==> config.mk <==
export PLATFORM = sky130hd
export DESIGN_NAME = pid_deadband_clamped
export DESIGN_NICKNAME = d
export VERILOG_FILES = /design/src/pid_dc_pkg.sv /design/src/pid_dc_regs.sv /design/src/pid_dc_err.sv /design/src/pid_dc_mult.sv /design/src/pid_dc_out.sv /design/src/pid_deadband_clamped.sv
export SDC_FILE = /design/constraint.sdc
export NUM_CORES = 2
export LEC_CHECK = 0
export ABC_AREA = 1
export BUFFER_PORTS_ARGS = -buffer_cell sky130_fd_sc_hd__buf_2
export CORE_ASPECT_RATIO = 0.6
export CORE_MARGIN = 5
export CORE_UTILIZATION = 40
export CTS_CLUSTER_DIAMETER = 200
export DETAILED_ROUTE_END_ITERATION = 6
export SYNTH_ARGS = -nofsm -noshare
export SYNTH_HDL_FRONTEND = slang
export SYNTH_SLANG_ARGS = --single-unit
==> constraint.sdc <==
create_clock -name clk -period 10.2 [get_ports clk]
set_input_delay 1.53 -clock clk [delete_from_list [all_inputs] [get_ports clk]]
set_output_delay 1.53 -clock clk [all_outputs]
set_load 0.01 [all_outputs]
==> src/pid_dc_pkg.sv <==
// Shared widths, register codes and configuration type for the PID controller.
package pid_dc_pkg;

    localparam int GAIN_W         = 16;
    localparam int IN_W           = 16;
    localparam int OUT_W          = 16;
    localparam int ERR_W          = IN_W + 1;
    localparam int DIFF_W         = ERR_W + 1;
    localparam int SUM_W          = 25;
    localparam int LIM16_W        = 16;
    localparam int SUM_LIM_W      = 24;
    localparam int LIM15_W        = 15;
    localparam int GAIN_FRAC_BITS = 8;
    localparam int D_TERM_LIMIT   = 32767;

    // full product widths and their widths after dropping the fraction bits
    localparam int P_PROD_W = GAIN_W + ERR_W;
    localparam int I_PROD_W = GAIN_W + SUM_W;
    localparam int D_PROD_W = GAIN_W + DIFF_W;
    localparam int P_RAW_W  = P_PROD_W - GAIN_FRAC_BITS;
    localparam int I_RAW_W  = I_PROD_W - GAIN_FRAC_BITS;
    localparam int D_RAW_W  = D_PROD_W - GAIN_FRAC_BITS;
    localparam int TOT_W    = I_RAW_W + 2;

    localparam int APB_ADDR_W = 5;
    localparam int APB_DATA_W = 32;

    localparam logic [LIM16_W-1:0] ERR_LIMIT_RST = 16'hFFFF;
    localparam logic [LIM15_W-1:0] P_LIMIT_RST   = 15'h7FFF;
    localparam logic [LIM15_W-1:0] OUT_LIMIT_RST = 15'h7FFF;

    typedef enum logic [2:0] {
        REG_KP_GAIN   = 3'd0,
        REG_KI_GAIN   = 3'd1,
        REG_KD_GAIN   = 3'd2,
        REG_DEADBAND  = 3'd3,
        REG_ERR_LIMIT = 3'd4,
        REG_SUM_LIMIT = 3'd5,
        REG_P_LIMIT   = 3'd6,
        REG_OUT_LIMIT = 3'd7
    } reg_idx_t;

    typedef struct packed {
        logic signed [GAIN_W-1:0] kp_gain;
        logic signed [GAIN_W-1:0] ki_gain;
        logic signed [GAIN_W-1:0] kd_gain;
        logic [LIM16_W-1:0]       deadband;
        logic [LIM16_W-1:0]       err_limit;
        logic [SUM_LIM_W-1:0]     sum_limit;
        logic [LIM15_W-1:0]       p_limit;
        logic [LIM15_W-1:0]       out_limit;
    } cfg_t;

endpackage

==> src/pid_dc_regs.sv <==
// APB-style configuration register file for the PID controller.
module pid_dc_regs (
    input  logic                                 clk,
    input  logic                                 rst_n,
    input  logic                                 psel,
    input  logic                                 penable,
    input  logic                                 pwrite,
    input  logic [pid_dc_pkg::APB_ADDR_W-1:0]    paddr,
    input  logic [pid_dc_pkg::APB_DATA_W-1:0]    pwdata,
    output logic [pid_dc_pkg::APB_DATA_W-1:0]    prdata,
    output logic                                 pready,
    output pid_dc_pkg::cfg_t                     cfg
);

    pid_dc_pkg::cfg_t     cfg_reg;
    pid_dc_pkg::cfg_t     cfg_next;
    pid_dc_pkg::reg_idx_t idx;
    logic                 wr_en;

    assign idx    = pid_dc_pkg::reg_idx_t'(paddr[pid_dc_pkg::APB_ADDR_W-1:2]);
    assign wr_en  = psel && penable && pwrite;
    assign pready = 1'b1;
    assign cfg    = cfg_reg;

    always_comb
    begin
        cfg_next = cfg_reg;
        if (wr_en)
        begin
            unique case (idx)
                pid_dc_pkg::REG_KP_GAIN:   cfg_next.kp_gain   = pwdata[pid_dc_pkg::GAIN_W-1:0];
                pid_dc_pkg::REG_KI_GAIN:   cfg_next.ki_gain   = pwdata[pid_dc_pkg::GAIN_W-1:0];
                pid_dc_pkg::REG_KD_GAIN:   cfg_next.kd_gain   = pwdata[pid_dc_pkg::GAIN_W-1:0];
                pid_dc_pkg::REG_DEADBAND:  cfg_next.deadband  = pwdata[pid_dc_pkg::LIM16_W-1:0];
                pid_dc_pkg::REG_ERR_LIMIT: cfg_next.err_limit = pwdata[pid_dc_pkg::LIM16_W-1:0];
                pid_dc_pkg::REG_SUM_LIMIT: cfg_next.sum_limit = pwdata[pid_dc_pkg::SUM_LIM_W-1:0];
                pid_dc_pkg::REG_P_LIMIT:   cfg_next.p_limit   = pwdata[pid_dc_pkg::LIM15_W-1:0];
                pid_dc_pkg::REG_OUT_LIMIT: cfg_next.out_limit = pwdata[pid_dc_pkg::LIM15_W-1:0];
                default:                   cfg_next = cfg_reg;
            endcase
        end
    end

    always_comb
    begin
        prdata = '0;
        unique case (idx)
            pid_dc_pkg::REG_KP_GAIN:   prdata[pid_dc_pkg::GAIN_W-1:0]    = cfg_reg.kp_gain;
            pid_dc_pkg::REG_KI_GAIN:   prdata[pid_dc_pkg::GAIN_W-1:0]    = cfg_reg.ki_gain;
            pid_dc_pkg::REG_KD_GAIN:   prdata[pid_dc_pkg::GAIN_W-1:0]    = cfg_reg.kd_gain;
            pid_dc_pkg::REG_DEADBAND:  prdata[pid_dc_pkg::LIM16_W-1:0]   = cfg_reg.deadband;
            pid_dc_pkg::REG_ERR_LIMIT: prdata[pid_dc_pkg::LIM16_W-1:0]   = cfg_reg.err_limit;
            pid_dc_pkg::REG_SUM_LIMIT: prdata[pid_dc_pkg::SUM_LIM_W-1:0] = cfg_reg.sum_limit;
            pid_dc_pkg::REG_P_LIMIT:   prdata[pid_dc_pkg::LIM15_W-1:0]   = cfg_reg.p_limit;
            pid_dc_pkg::REG_OUT_LIMIT: prdata[pid_dc_pkg::LIM15_W-1:0]   = cfg_reg.out_limit;
            default:                   prdata = '0;
        endcase
    end

    always_ff @(posedge clk or negedge rst_n)
    begin
        if (!rst_n)
        begin
            cfg_reg.kp_gain   <= '0;
            cfg_reg.ki_gain   <= '0;
            cfg_reg.kd_gain   <= '0;
            cfg_reg.deadband  <= '0;
            cfg_reg.err_limit <= pid_dc_pkg::ERR_LIMIT_RST;
            cfg_reg.sum_limit <= '0;
            cfg_reg.p_limit   <= pid_dc_pkg::P_LIMIT_RST;
            cfg_reg.out_limit <= pid_dc_pkg::OUT_LIMIT_RST;
        end
        else
        begin
            cfg_reg <= cfg_next;
        end
    end

endmodule

==> src/pid_dc_err.sv <==
// Input register and error stage: deadband, error clamp, integrator and difference.
module pid_dc_err (
    input  logic                                   clk,
    input  logic                                   rst_n,
    input  pid_dc_pkg::cfg_t                       cfg,
    input  logic                                   in_valid,
    output logic                                   in_ready,
    input  logic signed [pid_dc_pkg::IN_W-1:0]     target,
    input  logic signed [pid_dc_pkg::IN_W-1:0]     measured,
    output logic                                   err_valid,
    input  logic                                   err_ready,
    output logic signed [pid_dc_pkg::ERR_W-1:0]    err_q,
    output logic signed [pid_dc_pkg::DIFF_W-1:0]   diff_q,
    output logic signed [pid_dc_pkg::SUM_W-1:0]    sum_q
);

    localparam int ERR_W  = pid_dc_pkg::ERR_W;
    localparam int DIFF_W = pid_dc_pkg::DIFF_W;
    localparam int SUM_W  = pid_dc_pkg::SUM_W;
    localparam int IN_W   = pid_dc_pkg::IN_W;

    logic                       in_valid_reg;
    logic                       in_valid_next;
    logic signed [IN_W-1:0]     target_reg;
    logic signed [IN_W-1:0]     measured_reg;

    logic                       err_valid_reg;
    logic                       err_valid_next;
    logic signed [ERR_W-1:0]    err_reg;
    logic signed [DIFF_W-1:0]   diff_reg;
    logic signed [SUM_W-1:0]    sum_reg;

    logic signed [ERR_W-1:0]    last_error_reg;
    logic signed [SUM_W-1:0]    error_sum_reg;

    logic                       stage_free;
    logic                       advance;

    logic signed [ERR_W-1:0]    err_raw;
    logic [ERR_W-1:0]           err_mag;
    logic signed [ERR_W-1:0]    err_db;
    logic signed [ERR_W-1:0]    err_lim;
    logic signed [ERR_W-1:0]    err_next;
    logic signed [SUM_W:0]      sum_wide;
    logic signed [SUM_W:0]      sum_lim;
    logic signed [SUM_W:0]      sum_cl;
    logic signed [SUM_W-1:0]    sum_next;
    logic signed [DIFF_W-1:0]   diff_next;

    assign stage_free = !err_valid_reg || err_ready;
    assign advance    = in_valid_reg && stage_free;
    assign in_ready   = !in_valid_reg || stage_free;

    assign err_valid  = err_valid_reg;
    assign err_q      = err_reg;
    assign diff_q     = diff_reg;
    assign sum_q      = sum_reg;

    always_comb
    begin
        err_raw = $signed({target_reg[IN_W-1], target_reg})
                - $signed({measured_reg[IN_W-1], measured_reg});
        err_mag = err_raw[ERR_W-1] ? ERR_W'(-err_raw) : err_raw;
        // zero inside the deadband, inclusive
        err_db  = (err_mag <= {1'b0, cfg.deadband}) ? '0 : err_raw;
        err_lim = $signed({1'b0, cfg.err_limit});
        priority if (err_db > err_lim)
            err_next = err_lim;
        else if (err_db < -err_lim)
            err_next = -err_lim;
        else
            err_next = err_db;

        sum_wide = $signed({error_sum_reg[SUM_W-1], error_sum_reg})
                 + $signed({{(SUM_W+1-ERR_W){err_next[ERR_W-1]}}, err_next});
        sum_lim  = $signed({{(SUM_W+1-pid_dc_pkg::SUM_LIM_W){1'b0}}, cfg.sum_limit});
        priority if (sum_wide > sum_lim)
            sum_cl = sum_lim;
        else if (sum_wide < -sum_lim)
            sum_cl = -sum_lim;
        else
            sum_cl = sum_wide;
        sum_next = sum_cl[SUM_W-1:0];

        diff_next = $signed({{(DIFF_W-ERR_W){err_next[ERR_W-1]}}, err_next})
                  - $signed({{(DIFF_W-ERR_W){last_error_reg[ERR_W-1]}}, last_error_reg});
    end

    always_comb
    begin
        in_valid_next = in_valid_reg;
        if (in_ready)
            in_valid_next = in_valid;
        err_valid_next = err_valid_reg;
        if (stage_free)
            err_valid_next = in_valid_reg;
    end

    always_ff @(posedge clk or negedge rst_n)
    begin
        if (!rst_n)
        begin
            in_valid_reg   <= 1'b0;
            err_valid_reg  <= 1'b0;
            last_error_reg <= '0;
            error_sum_reg  <= '0;
        end
        else
        begin
            in_valid_reg  <= in_valid_next;
            err_valid_reg <= err_valid_next;
            // controller state moves only with a beat
            if (advance)
            begin
                last_error_reg <= err_next;
                error_sum_reg  <= sum_next;
            end
        end
    end

    always_ff @(posedge clk)
    begin
        if (in_valid && in_ready)
        begin
            target_reg   <= target;
            measured_reg <= measured;
        end
        if (advance)
        begin
            err_reg  <= err_next;
            diff_reg <= diff_next;
            sum_reg  <= sum_next;
        end
    end

endmodule

==> src/pid_dc_mult.sv <==
// Gain stage: the three products, scaled down by the gain fraction bits.
module pid_dc_mult (
    input  logic                                   clk,
    input  logic                                   rst_n,
    input  pid_dc_pkg::cfg_t                       cfg,
    input  logic                                   err_valid,
    output logic                                   err_ready,
    input  logic signed [pid_dc_pkg::ERR_W-1:0]    err_q,
    input  logic signed [pid_dc_pkg::DIFF_W-1:0]   diff_q,
    input  logic signed [pid_dc_pkg::SUM_W-1:0]    sum_q,
    output logic                                   term_valid,
    input  logic                                   term_ready,
    output logic signed [pid_dc_pkg::P_RAW_W-1:0]  p_raw,
    output logic signed [pid_dc_pkg::I_RAW_W-1:0]  i_raw,
    output logic signed [pid_dc_pkg::D_RAW_W-1:0]  d_raw
);

    localparam int FRAC = pid_dc_pkg::GAIN_FRAC_BITS;

    logic                                   term_valid_reg;
    logic                                   term_valid_next;
    logic signed [pid_dc_pkg::P_RAW_W-1:0]  p_raw_reg;
    logic signed [pid_dc_pkg::I_RAW_W-1:0]  i_raw_reg;
    logic signed [pid_dc_pkg::D_RAW_W-1:0]  d_raw_reg;

    logic signed [pid_dc_pkg::P_PROD_W-1:0] p_prod;
    logic signed [pid_dc_pkg::I_PROD_W-1:0] i_prod;
    logic signed [pid_dc_pkg::D_PROD_W-1:0] d_prod;

    logic                                   advance;

    assign err_ready  = !term_valid_reg || term_ready;
    assign advance    = err_valid && err_ready;
    assign term_valid = term_valid_reg;
    assign p_raw      = p_raw_reg;
    assign i_raw      = i_raw_reg;
    assign d_raw      = d_raw_reg;

    // exact signed products; dropping the low bits floors toward minus infinity
    assign p_prod = cfg.kp_gain * err_q;
    assign i_prod = cfg.ki_gain * sum_q;
    assign d_prod = cfg.kd_gain * diff_q;

    always_comb
    begin
        term_valid_next = term_valid_reg;
        if (err_ready)
            term_valid_next = err_valid;
    end

    always_ff @(posedge clk or negedge rst_n)
    begin
        if (!rst_n)
            term_valid_reg <= 1'b0;
        else
            term_valid_reg <= term_valid_next;
    end

    always_ff @(posedge clk)
    begin
        if (advance)
        begin
            p_raw_reg <= p_prod[pid_dc_pkg::P_PROD_W-1:FRAC];
            i_raw_reg <= i_prod[pid_dc_pkg::I_PROD_W-1:FRAC];
            d_raw_reg <= d_prod[pid_dc_pkg::D_PROD_W-1:FRAC];
        end
    end

endmodule

==> src/pid_dc_out.sv <==
// Output stage: term clamps, three-way sum, output saturation and result register.
module pid_dc_out (
    input  logic                                   clk,
    input  logic                                   rst_n,
    input  pid_dc_pkg::cfg_t                       cfg,
    input  logic                                   term_valid,
    output logic                                   term_ready,
    input  logic signed [pid_dc_pkg::P_RAW_W-1:0]  p_raw,
    input  logic signed [pid_dc_pkg::I_RAW_W-1:0]  i_raw,
    input  logic signed [pid_dc_pkg::D_RAW_W-1:0]  d_raw,
    output logic                                   out_valid,
    input  logic                                   out_ready,
    output logic signed [pid_dc_pkg::OUT_W-1:0]    drive
);

    localparam int P_RAW_W = pid_dc_pkg::P_RAW_W;
    localparam int D_RAW_W = pid_dc_pkg::D_RAW_W;
    localparam int I_RAW_W = pid_dc_pkg::I_RAW_W;
    localparam int TOT_W   = pid_dc_pkg::TOT_W;
    localparam int OUT_W   = pid_dc_pkg::OUT_W;
    localparam int LIM_W   = pid_dc_pkg::LIM15_W;
    localparam logic signed [D_RAW_W-1:0] D_LIM = D_RAW_W'(pid_dc_pkg::D_TERM_LIMIT);

    logic                       out_valid_reg;
    logic                       out_valid_next;
    logic signed [OUT_W-1:0]    drive_reg;

    logic signed [P_RAW_W-1:0]  p_lim;
    logic signed [P_RAW_W-1:0]  p_cl;
    logic signed [D_RAW_W-1:0]  d_cl;
    logic signed [TOT_W-1:0]    total;
    logic signed [TOT_W-1:0]    out_lim;
    logic signed [TOT_W-1:0]    total_cl;
    logic                       advance;

    assign term_ready = !out_valid_reg || out_ready;
    assign advance    = term_valid && term_ready;
    assign out_valid  = out_valid_reg;
    assign drive      = drive_reg;

    always_comb
    begin
        p_lim = $signed({{(P_RAW_W-LIM_W){1'b0}}, cfg.p_limit});
        priority if (p_raw > p_lim)
            p_cl = p_lim;
        else if (p_raw < -p_lim)
            p_cl = -p_lim;
        else
            p_cl = p_raw;

        priority if (d_raw > D_LIM)
            d_cl = D_LIM;
        else if (d_raw < -D_LIM)
            d_cl = -D_LIM;
        else
            d_cl = d_raw;

        // both clamped terms fit in the output width
        total = $signed({{(TOT_W-OUT_W){p_cl[OUT_W-1]}}, p_cl[OUT_W-1:0]})
              + $signed({{(TOT_W-I_RAW_W){i_raw[I_RAW_W-1]}}, i_raw})
              + $signed({{(TOT_W-OUT_W){d_cl[OUT_W-1]}}, d_cl[OUT_W-1:0]});

        out_lim = $signed({{(TOT_W-LIM_W){1'b0}}, cfg.out_limit});
        priority if (total > out_lim)
            total_cl = out_lim;
        else if (total < -out_lim)
            total_cl = -out_lim;
        else
            total_cl = total;
    end

    always_comb
    begin
        out_valid_next = out_valid_reg;
        if (term_ready)
            out_valid_next = term_valid;
    end

    always_ff @(posedge clk or negedge rst_n)
    begin
        if (!rst_n)
            out_valid_reg <= 1'b0;
        else
            out_valid_reg <= out_valid_next;
    end

    always_ff @(posedge clk)
    begin
        if (advance)
            drive_reg <= total_cl[OUT_W-1:0];
    end

endmodule

==> src/pid_deadband_clamped.sv <==
// Top level of the positional PID controller with deadband and clamps.
//
//   port group | kind      | beat / write taken when
//   -----------+-----------+--------------------------------------------
//   in         | target    | in_valid && in_ready, fields target, measured
//   out        | initiator | out_valid && out_ready, field drive
//   apb        | target    | psel && penable && pwrite (pready tied high)
//
// One item per clock while no stage is stalled; the input beat loads the input register,
// then the error/integrator stage, gain multipliers and output register in turn.
// Integrator and previous error update in the error stage, so items may follow back to back.
// Each stage holds while the stage after it is full and stalled; ready ripples back.
// Reset clears valids, integrator, previous error and loads register defaults.
module pid_deadband_clamped (
    input  logic                                 clk,
    input  logic                                 rst_n,
    input  logic                                 psel,
    input  logic                                 penable,
    input  logic                                 pwrite,
    input  logic [pid_dc_pkg::APB_ADDR_W-1:0]    paddr,
    input  logic [pid_dc_pkg::APB_DATA_W-1:0]    pwdata,
    output logic [pid_dc_pkg::APB_DATA_W-1:0]    prdata,
    output logic                                 pready,
    input  logic                                 in_valid,
    output logic                                 in_ready,
    input  logic signed [pid_dc_pkg::IN_W-1:0]   target,
    input  logic signed [pid_dc_pkg::IN_W-1:0]   measured,
    output logic                                 out_valid,
    input  logic                                 out_ready,
    output logic signed [pid_dc_pkg::OUT_W-1:0]  drive
);

    pid_dc_pkg::cfg_t                       cfg;

    logic                                   err_valid;
    logic                                   err_ready;
    logic signed [pid_dc_pkg::ERR_W-1:0]    err_q;
    logic signed [pid_dc_pkg::DIFF_W-1:0]   diff_q;
    logic signed [pid_dc_pkg::SUM_W-1:0]    sum_q;

    logic                                   term_valid;
    logic                                   term_ready;
    logic signed [pid_dc_pkg::P_RAW_W-1:0]  p_raw;
    logic signed [pid_dc_pkg::I_RAW_W-1:0]  i_raw;
    logic signed [pid_dc_pkg::D_RAW_W-1:0]  d_raw;

    pid_dc_regs u_regs (
        .clk     (clk),
        .rst_n   (rst_n),
        .psel    (psel),
        .penable (penable),
        .pwrite  (pwrite),
        .paddr   (paddr),
        .pwdata  (pwdata),
        .prdata  (prdata),
        .pready  (pready),
        .cfg     (cfg)
    );

    pid_dc_err u_err (
        .clk       (clk),
        .rst_n     (rst_n),
        .cfg       (cfg),
        .in_valid  (in_valid),
        .in_ready  (in_ready),
        .target    (target),
        .measured  (measured),
        .err_valid (err_valid),
        .err_ready (err_ready),
        .err_q     (err_q),
        .diff_q    (diff_q),
        .sum_q     (sum_q)
    );

    pid_dc_mult u_mult (
        .clk        (clk),
        .rst_n      (rst_n),
        .cfg        (cfg),
        .err_valid  (err_valid),
        .err_ready  (err_ready),
        .err_q      (err_q),
        .diff_q     (diff_q),
        .sum_q      (sum_q),
        .term_valid (term_valid),
        .term_ready (term_ready),
        .p_raw      (p_raw),
        .i_raw      (i_raw),
        .d_raw      (d_raw)
    );

    pid_dc_out u_out (
        .clk        (clk),
        .rst_n      (rst_n),
        .cfg        (cfg),
        .term_valid (term_valid),
        .term_ready (term_ready),
        .p_raw      (p_raw),
        .i_raw      (i_raw),
        .d_raw      (d_raw),
        .out_valid  (out_valid),
        .out_ready  (out_ready),
        .drive      (drive)
    );

endmodule

## After elaboration in Yosys (flattened, before gate mapping)

Cells that the tools add are included.

- $add $sub $neg: 10
- $mul: 3
- $lt $le $gt $ge: 11
- Eq/ne operators: 7
- Mux-type cells: 15
- Reductions and logical operators: 23

Operators with widths:

| operator | number |
|---|---|
| 15-bit one-hot mux with 8 select lines | 1 |
| 16-bit two-way mux | 5 |
| 17-bit two-way mux | 4 |
| 25-bit two-way mux | 2 |
| 16-bit by 25-bit multiplier with 41-bit output | 1 |
| 34-bit by 16-bit adder with 35-bit output | 1 |
| 35-bit by 16-bit greater-than comparator with 1-bit output | 1 |
| 35-bit less-than comparator | 1 |
| 15-bit negation with 35-bit output | 1 |
| 16-bit by 33-bit adder with 34-bit output | 1 |
| 16-bit by 18-bit multiplier with 34-bit output | 1 |
| 16-bit by 17-bit multiplier with 33-bit output | 1 |
| 25-bit by 17-bit adder with 26-bit output | 1 |
| 26-bit by 16-bit greater-than comparator with 1-bit output, second input constant | 1 |
| 26-bit by 25-bit greater-than comparator with 1-bit output | 1 |
| 26-bit by 16-bit less-than comparator with 1-bit output, second input constant | 1 |
| 26-bit less-than comparator | 1 |
| 24-bit negation with 26-bit output | 1 |
| 25-bit by 16-bit greater-than comparator with 1-bit output | 1 |
| 25-bit less-than comparator | 1 |
| 15-bit negation with 25-bit output | 1 |
| 17-bit by 17-bit subtractor with 18-bit output | 1 |
| 17-bit greater-than comparator | 1 |
| 17-bit by 16-bit less-or-equal comparator with 1-bit output | 1 |
| 15 further kinds | 37 |

- Flip-flop bits (word level): 372
- Input bits: 76
- Logic and storage cells: 93

## Logic depth before layout (Yosys ltp)

- Depth after elaboration: 12
- Depth in mapped cells: 78
- Depth with buffers taken out: 76

## Cells and area by module

A second synthesis with hierarchy kept.

- Cell total of the unflattened synthesis: 8852
- Area, all modules: 67113.1 um^2

Modules (own cells, without submodules):

| module | instances | cells each | area each (um^2) | seq. area each (um^2) |
|---|---|---|---|---|
| pid_dc_mult | 1 | 5072 | 40128.5 | 2547.4 |
| pid_dc_err | 1 | 1745 | 12702.2 | 3863.7 |
| pid_dc_out | 1 | 1274 | 7876.3 | 505.5 |
| pid_dc_regs | 1 | 761 | 6406.1 | 3410.8 |

## Least setup slack after synthesis

Ideal clock, no wire load.

- Path kind: flip-flop to flip-flop
- From: register u_regs.cfg_reg, in the netlist u_regs.cfg[16]
- To: register u_out.drive_reg[15] (netlist: u_out.drive[15]), data pin
- Setup time: 273 ps
- Arrival time: 9239 ps
- Setup slack: 688 ps
- Stages on the path, launching flop included: 52
- Buffers on the path: 3
- Clock period less this slack: 9512 ps
- Cells stage by stage: dfstp_2 inv_1 ha_1 nand3_1 nor3_1 nand4_1 nor2_1 nand2_1 nor2_1 inv_1 o21ai_0 o21ai_0 ha_1 a21oi_1 o221ai_1 a211oi_1 nand2_1 or2_2 (+16 left out) nand4_1 o21ai_0 nand2_1 a22oi_2 buf_2 inv_1 ha_1 nand2_1 inv_1 nand3_1 nor3_1 and3_1 nand4_1 nand3_1 xnor2_1 clkbuf_1 o21ai_0 a21boi_0

- Cells in the longest elaborated chain, start to end: 8

RTL lines:

| what | line | RTL |
|---|---|---|
| start, declared | pid_dc_regs.sv:15 | `pid_dc_pkg::cfg_t cfg_reg;` |
| start signal, assigned | pid_dc_regs.sv:75 | `cfg_reg <= cfg_next;` |
| 15-bit negation with 25-bit output | pid_dc_out.sv:46 | `else if (p_raw < -p_lim)` |
| 25-bit less-than comparator | pid_dc_out.sv:46 |  |
| 16-bit two-way mux | pid_dc_out.sv:46 |  |
| 16-bit two-way mux (*) | pid_dc_out.sv:44 | `priority if (p_raw > p_lim)` |
| 16-bit by 33-bit adder with 34-bit output (*) | pid_dc_out.sv:60 | `+ $signed({{(TOT_W-I_RAW_W){i_raw[I_RAW_W-1]}}, i_raw})` |
| 34-bit by 16-bit adder with 35-bit output (*) | pid_dc_out.sv:61 | `+ $signed({{(TOT_W-OUT_W){d_cl[OUT_W-1]}}, d_cl[OUT_W-1:0]});` |
| 35-bit less-than comparator | pid_dc_out.sv:66 | `else if (total < -out_lim)` |
| 16-bit two-way mux | pid_dc_out.sv:66 |  |
| end signal, assigned | pid_dc_out.sv:90 | `drive_reg <= total_cl[OUT_W-1:0];` |
| end, declared | pid_dc_out.sv:26 | `logic signed [OUT_W-1:0] drive_reg;` |

Mark *: on every way between the ends. The rest lies on a longest branch, timed or not.
A chain may end at the register's enable or synchronous reset.

## Final worst setup path

- From: register u_err.measured_reg[0]
- To: register u_err.sum_reg[16] (netlist: u_err.sum_q[16]), data pin

- Cells in the longest elaborated chain, start to end: 12

RTL lines:

| what | line | RTL |
|---|---|---|
| start, declared | pid_dc_err.sv:25 | `logic signed [IN_W-1:0] measured_reg;` |
| start signal, assigned | pid_dc_err.sv:126 | `measured_reg <= measured;` |
| 16-bit by 16-bit subtractor with 17-bit output (*) | pid_dc_err.sv:62 | `- $signed({measured_reg[IN_W-1], measured_reg});` |
| 17-bit negation | pid_dc_err.sv:63 | `err_mag = err_raw[ERR_W-1] ? ERR_W'(-err_raw) : err_raw;` |
| 17-bit two-way mux | pid_dc_err.sv:63 |  |
| 17-bit by 16-bit less-or-equal comparator with 1-bit output | pid_dc_err.sv:65 | `err_db = (err_mag <= {1'b0, cfg.deadband}) ? '0 : err_raw;` |
| 17-bit two-way mux (*) | pid_dc_err.sv:65 |  |
| 17-bit less-than comparator | pid_dc_err.sv:69 | `else if (err_db < -err_lim)` |
| 17-bit two-way mux | pid_dc_err.sv:69 |  |
| 17-bit two-way mux (*) | pid_dc_err.sv:67 | `priority if (err_db > err_lim)` |
| net u_err.err_next[0] | pid_dc_err.sv:43 | `logic signed [ERR_W-1:0] err_next;` |
| 25-bit by 17-bit adder with 26-bit output (*) | pid_dc_err.sv:75 | `+ $signed({{(SUM_W+1-ERR_W){err_next[ERR_W-1]}}, err_next});` |
| 26-bit less-than comparator | pid_dc_err.sv:79 | `else if (sum_wide < -sum_lim)` |
| 25-bit two-way mux | pid_dc_err.sv:79 |  |
| 25-bit two-way mux (*) | pid_dc_err.sv:77 | `priority if (sum_wide > sum_lim)` |
| net u_err.sum_cl[16] | pid_dc_err.sv:46 | `logic signed [SUM_W:0] sum_cl;` |
| end signal, assigned | pid_dc_err.sv:132 | `sum_reg <= sum_next;` |
| end, declared | pid_dc_err.sv:31 | `logic signed [SUM_W-1:0] sum_reg;` |

The timed path passes the listed nets; every way through them passes the cells marked *.

==> summary.txt <==
Timing
  • Crit share post-route: between 90 and 100%
  • Clk_skew: ~0.07 ns
  • Hold_ws: roughly 0.47 ns
  • Relative slew margins: around 14%
  • FMAX: 103 MHz
  • Final worst slack: 0.527 ns
  • Final setup violation count: 0
  • Worst-Margin Slew: ~1.3 ns
  • Final Max Tran Viols: 0
  • Hold Fails Final Rpt: 0
  • Period minus WS final: 9.67 ns
  • RSZ-0062 raised after global routing: true

Critical path
  • Reg-to-Reg Start: u_err.measured_reg[0]$_DFFE_PP_
  • Worst path arrival time: between 10 and 15 ns
  • Worst path required time: between 10 and 15 ns
  • Worst Setup End Kind: register
  • Worst Setup SP: u_err.measured_reg[0]$_DFFE_PP_
  • Most used cell, CP: nand2_1
  • R2R setup slack: around 0.53 ns
  • Worst R2R Path Depth: 68
  • CP Max Fanout: 8
  • Worst r2r dst: u_err.sum_q[16]$_DFFE_PP_
  • Type of origin of the critical path: register
  • Slowest-stage cell, CP: edfxtp_1
  • CP peak stage delay: about 0.42 ns
  • Critical Path Sink: u_err.sum_q[16]$_DFFE_PP_
  • Critical path type: reg -> reg

Placed design
  • Pre-CTS setup slack: around 0.044 ns
  • Placed Cells: 9617
  • Dpl hpwl: approximately 170 mm
  • Routability cong.: around 1
  • Port buffer count: between 100 and 150

CTS
  • Maximum root-to-sink buffer count: 3
  • Clk sinks: 372
  • CTS root buf: clkbuf_16
  • Max H-tree Level: 2
  • CTS buffer count: between 40 and 50
  • Clock tree from TritonCTS: yes
  • Clock Latency Late Sink: 0.66 ns
  • Hold_buf cts: 0
  • Reg clk slew, reported paths: approximately 0.070 ns

Yosys
  • Flops & latches, synth: roughly 370
  • Post-synth EDFFs: between 150 and 200
  • Ranking of synthesized cells by area: fa_1 (32%), nand2_1 (11%), ha_1 (11%)
  • Largest area contributor in the netlist: fa_1
  • Yosys warns: 0
  • Sequential area share after synthesis: 16.8%
  • Post-Syn Area: approximately 60000 um2
  • Yosys cell types: between 60 and 70
  • Async SR Flop Fraction: between 40% and 50%
  • Top-area cell type share of the netlist area: 32.2%
  • Post-synthesis area per instance: about 8.2 um2
  • Cells after synthesis: ~7.5k
  • Synth Flop Type: edfxtp_1

Detailed routing
  • 1st-iter DRT viols: ~5k
  • Vias/cell: ~5.2
  • DRT Wirelength: 203 mm
  • Pre-antenna DRT Iters: 7
  • DR vias: approximately 51k
  • Antenna Nets Post-Route: 0
  • Drt wl/cell: 20.9 um
  • DRC violation count after routing: 0

Global routing
  • Pin count of the biggest net entering global routing: 73
  • Global-route wire length before repair: between 300 and 400 mm
  • GRT Util Overall: roughly a quarter
  • GRT busiest layer: met1
  • GR Util met3: around a tenth
  • GR Overflow Total: 0
  • GR met2 Demand/Resource: approximately a third
  • M1 GR Usage: between 30% and 40%
  • Vias in the first global route: between 50k and 60k
  • Initial antenna violation count: 16

Floorplanning
  • Core box area: between 150000 and 200000 um2
  • Die Wd: 516 um
  • Die height: 314 um
  • Initial Util: 40.3%
  • # IOs: 127
  • Total Die Area: ~160000 um2
  • Std-Cell Rows: 111

Cells and area
  • Area of the multi-input gates: ~44000 um2
  • Max FFs per register: roughly 130
  • Fill cell count: roughly 15k
  • Commonest non-fill, non-tap cell in the layout: nand2_1
  • Area Overhead vs Synth: 10.0%
  • Share of layout cells above drive strength 1: approximately 9.0%
  • NumNets Final: between 9k and 10k
  • FF+latch area: 10300 um2
  • Post-Layout Cell Count: ~9.7k
  • Commonest cells after routing, fill and taps aside: nand2_1 (1774), inv_1 (1729), fa_1 (986)

Run status
  • Outcome: completed

Min path
  • Hold crit path type: reg -> reg

Job
  • Max Cap Viol: 0
metrics by stage:
step	utilization [%]	TNS (ns)	area (um2)
final	44.3	0	67600
after global routing	44.3	-3.56	67600
after CTS	44.0	0	67100
after detailed placement	43.0	0	65600
after global placement	43.0	0	65600
after floorplan	-	0	61500
worst max-delay path, delay by kind of cell (launching register included):
kind | cells | cell delay (ns)
xor+xnor | 2 | 0.50
compound gates | 8 | 1.17
simple gates | 39 | 4.16
flops | 1 | 0.42
buf+inv | 12 | 1.36
fa+ha+maj | 7 | 1.90
how the worst min path moves through the flow:
| stage | startpoint | endpoint | cells after the start |
|---|---|---|---|
| after global placement | u_err.last_error_reg[3]$_DFFE_PN0P_ | u_err.last_error_reg[3]$_DFFE_PN0P_ | 2 |
| after global routing | u_err.last_error_reg[4]$_DFFE_PN0P_ | u_err.last_error_reg[4]$_DFFE_PN0P_ | 2 |
| after CTS | u_mult.term_valid$_DFFE_PN0P_ | u_out.out_valid$_DFFE_PN0P_ | 2 |
| after detailed placement | u_err.last_error_reg[3]$_DFFE_PN0P_ | u_err.last_error_reg[3]$_DFFE_PN0P_ | 2 |
| after floorplan | u_mult.term_valid$_DFFE_PN0P_ | u_out.out_valid$_DFFE_PN0P_ | 2 |
| final | u_mult.term_valid$_DFFE_PN0P_ | u_out.out_valid$_DFFE_PN0P_ | 2 |
synth_stat cells (7+ instances only):
library cell / n
nor4_1: 24
buf_1: 27
a221oi_1: 30
buf_4: 12
nand4_1: 63
nor3_1: 56
nand3b_1: 10
a21oi_1: 293
xor2_1: 168
dfrtp_1: 134
o2111ai_1: 7
o31ai_1: 7
nand3_1: 245
o211ai_1: 14
or2_2: 60
a31oi_1: 21
o21a_1: 12
a211oi_1: 8
o21bai_1: 11
fa_1: 988
inv_1: 1733
edfxtp_1: 192
o21ai_0: 300
clkbuf_1: 209
nand2_1: 1785
xnor2_1: 70
o221ai_1: 7
ha_1: 527
dfstp_2: 46
nor2_1: 240
and2_1: 35
nand3_2: 7
o22ai_1: 15
a21o_1: 16
buf_2: 8
kinds of logic (layout without fill, tap and decap cells):
group           after synthesis  after routing  synth area share, %
simple gates               2554           2554                 17.3
mux                           1              1               0.0163
fa+ha+maj                  1515           1515                 42.9
other cells                   2             10               0.0122
compound gates              774            774                 7.10
buf+inv                    2007           2208                 12.4
flops                       372            372                 16.8
xor+xnor                    238            239                 3.39
metal layers:
layer / vias up / part of all wire, %
met5: - / 0.013
met4: 4 / 2.1
met3: 263 / 14
met2: 2533 / 37
met1: 25042 / 47
li1: 23094 / -
what timing repair did:
item | CTS | global route
setup buffers | 0 | 9
cloned | 0 | 2
setup endpoints to repair | 19 | 66
pin swaps | 0 | 35
resized for setup | 2 | 107
layout make-up:
| cell class | instances | share of cell area [%] |
|---|---|---|
| inverter | 1744 | 9.70 |
| timing repair buffer | 386 | 4.06 |
| antenna | 1 | 0.00370 |
| clock buffer | 55 | 1.77 |
| clock inverter | 23 | 0.451 |
| tap | 2034 | 3.76 |
| sequential | 372 | 15.3 |
| multi-input combinational | 5092 | 65.0 |
Power is not shown: default switching activity piles up to over one toggle a cycle in this logic, so the estimate is an artifact.
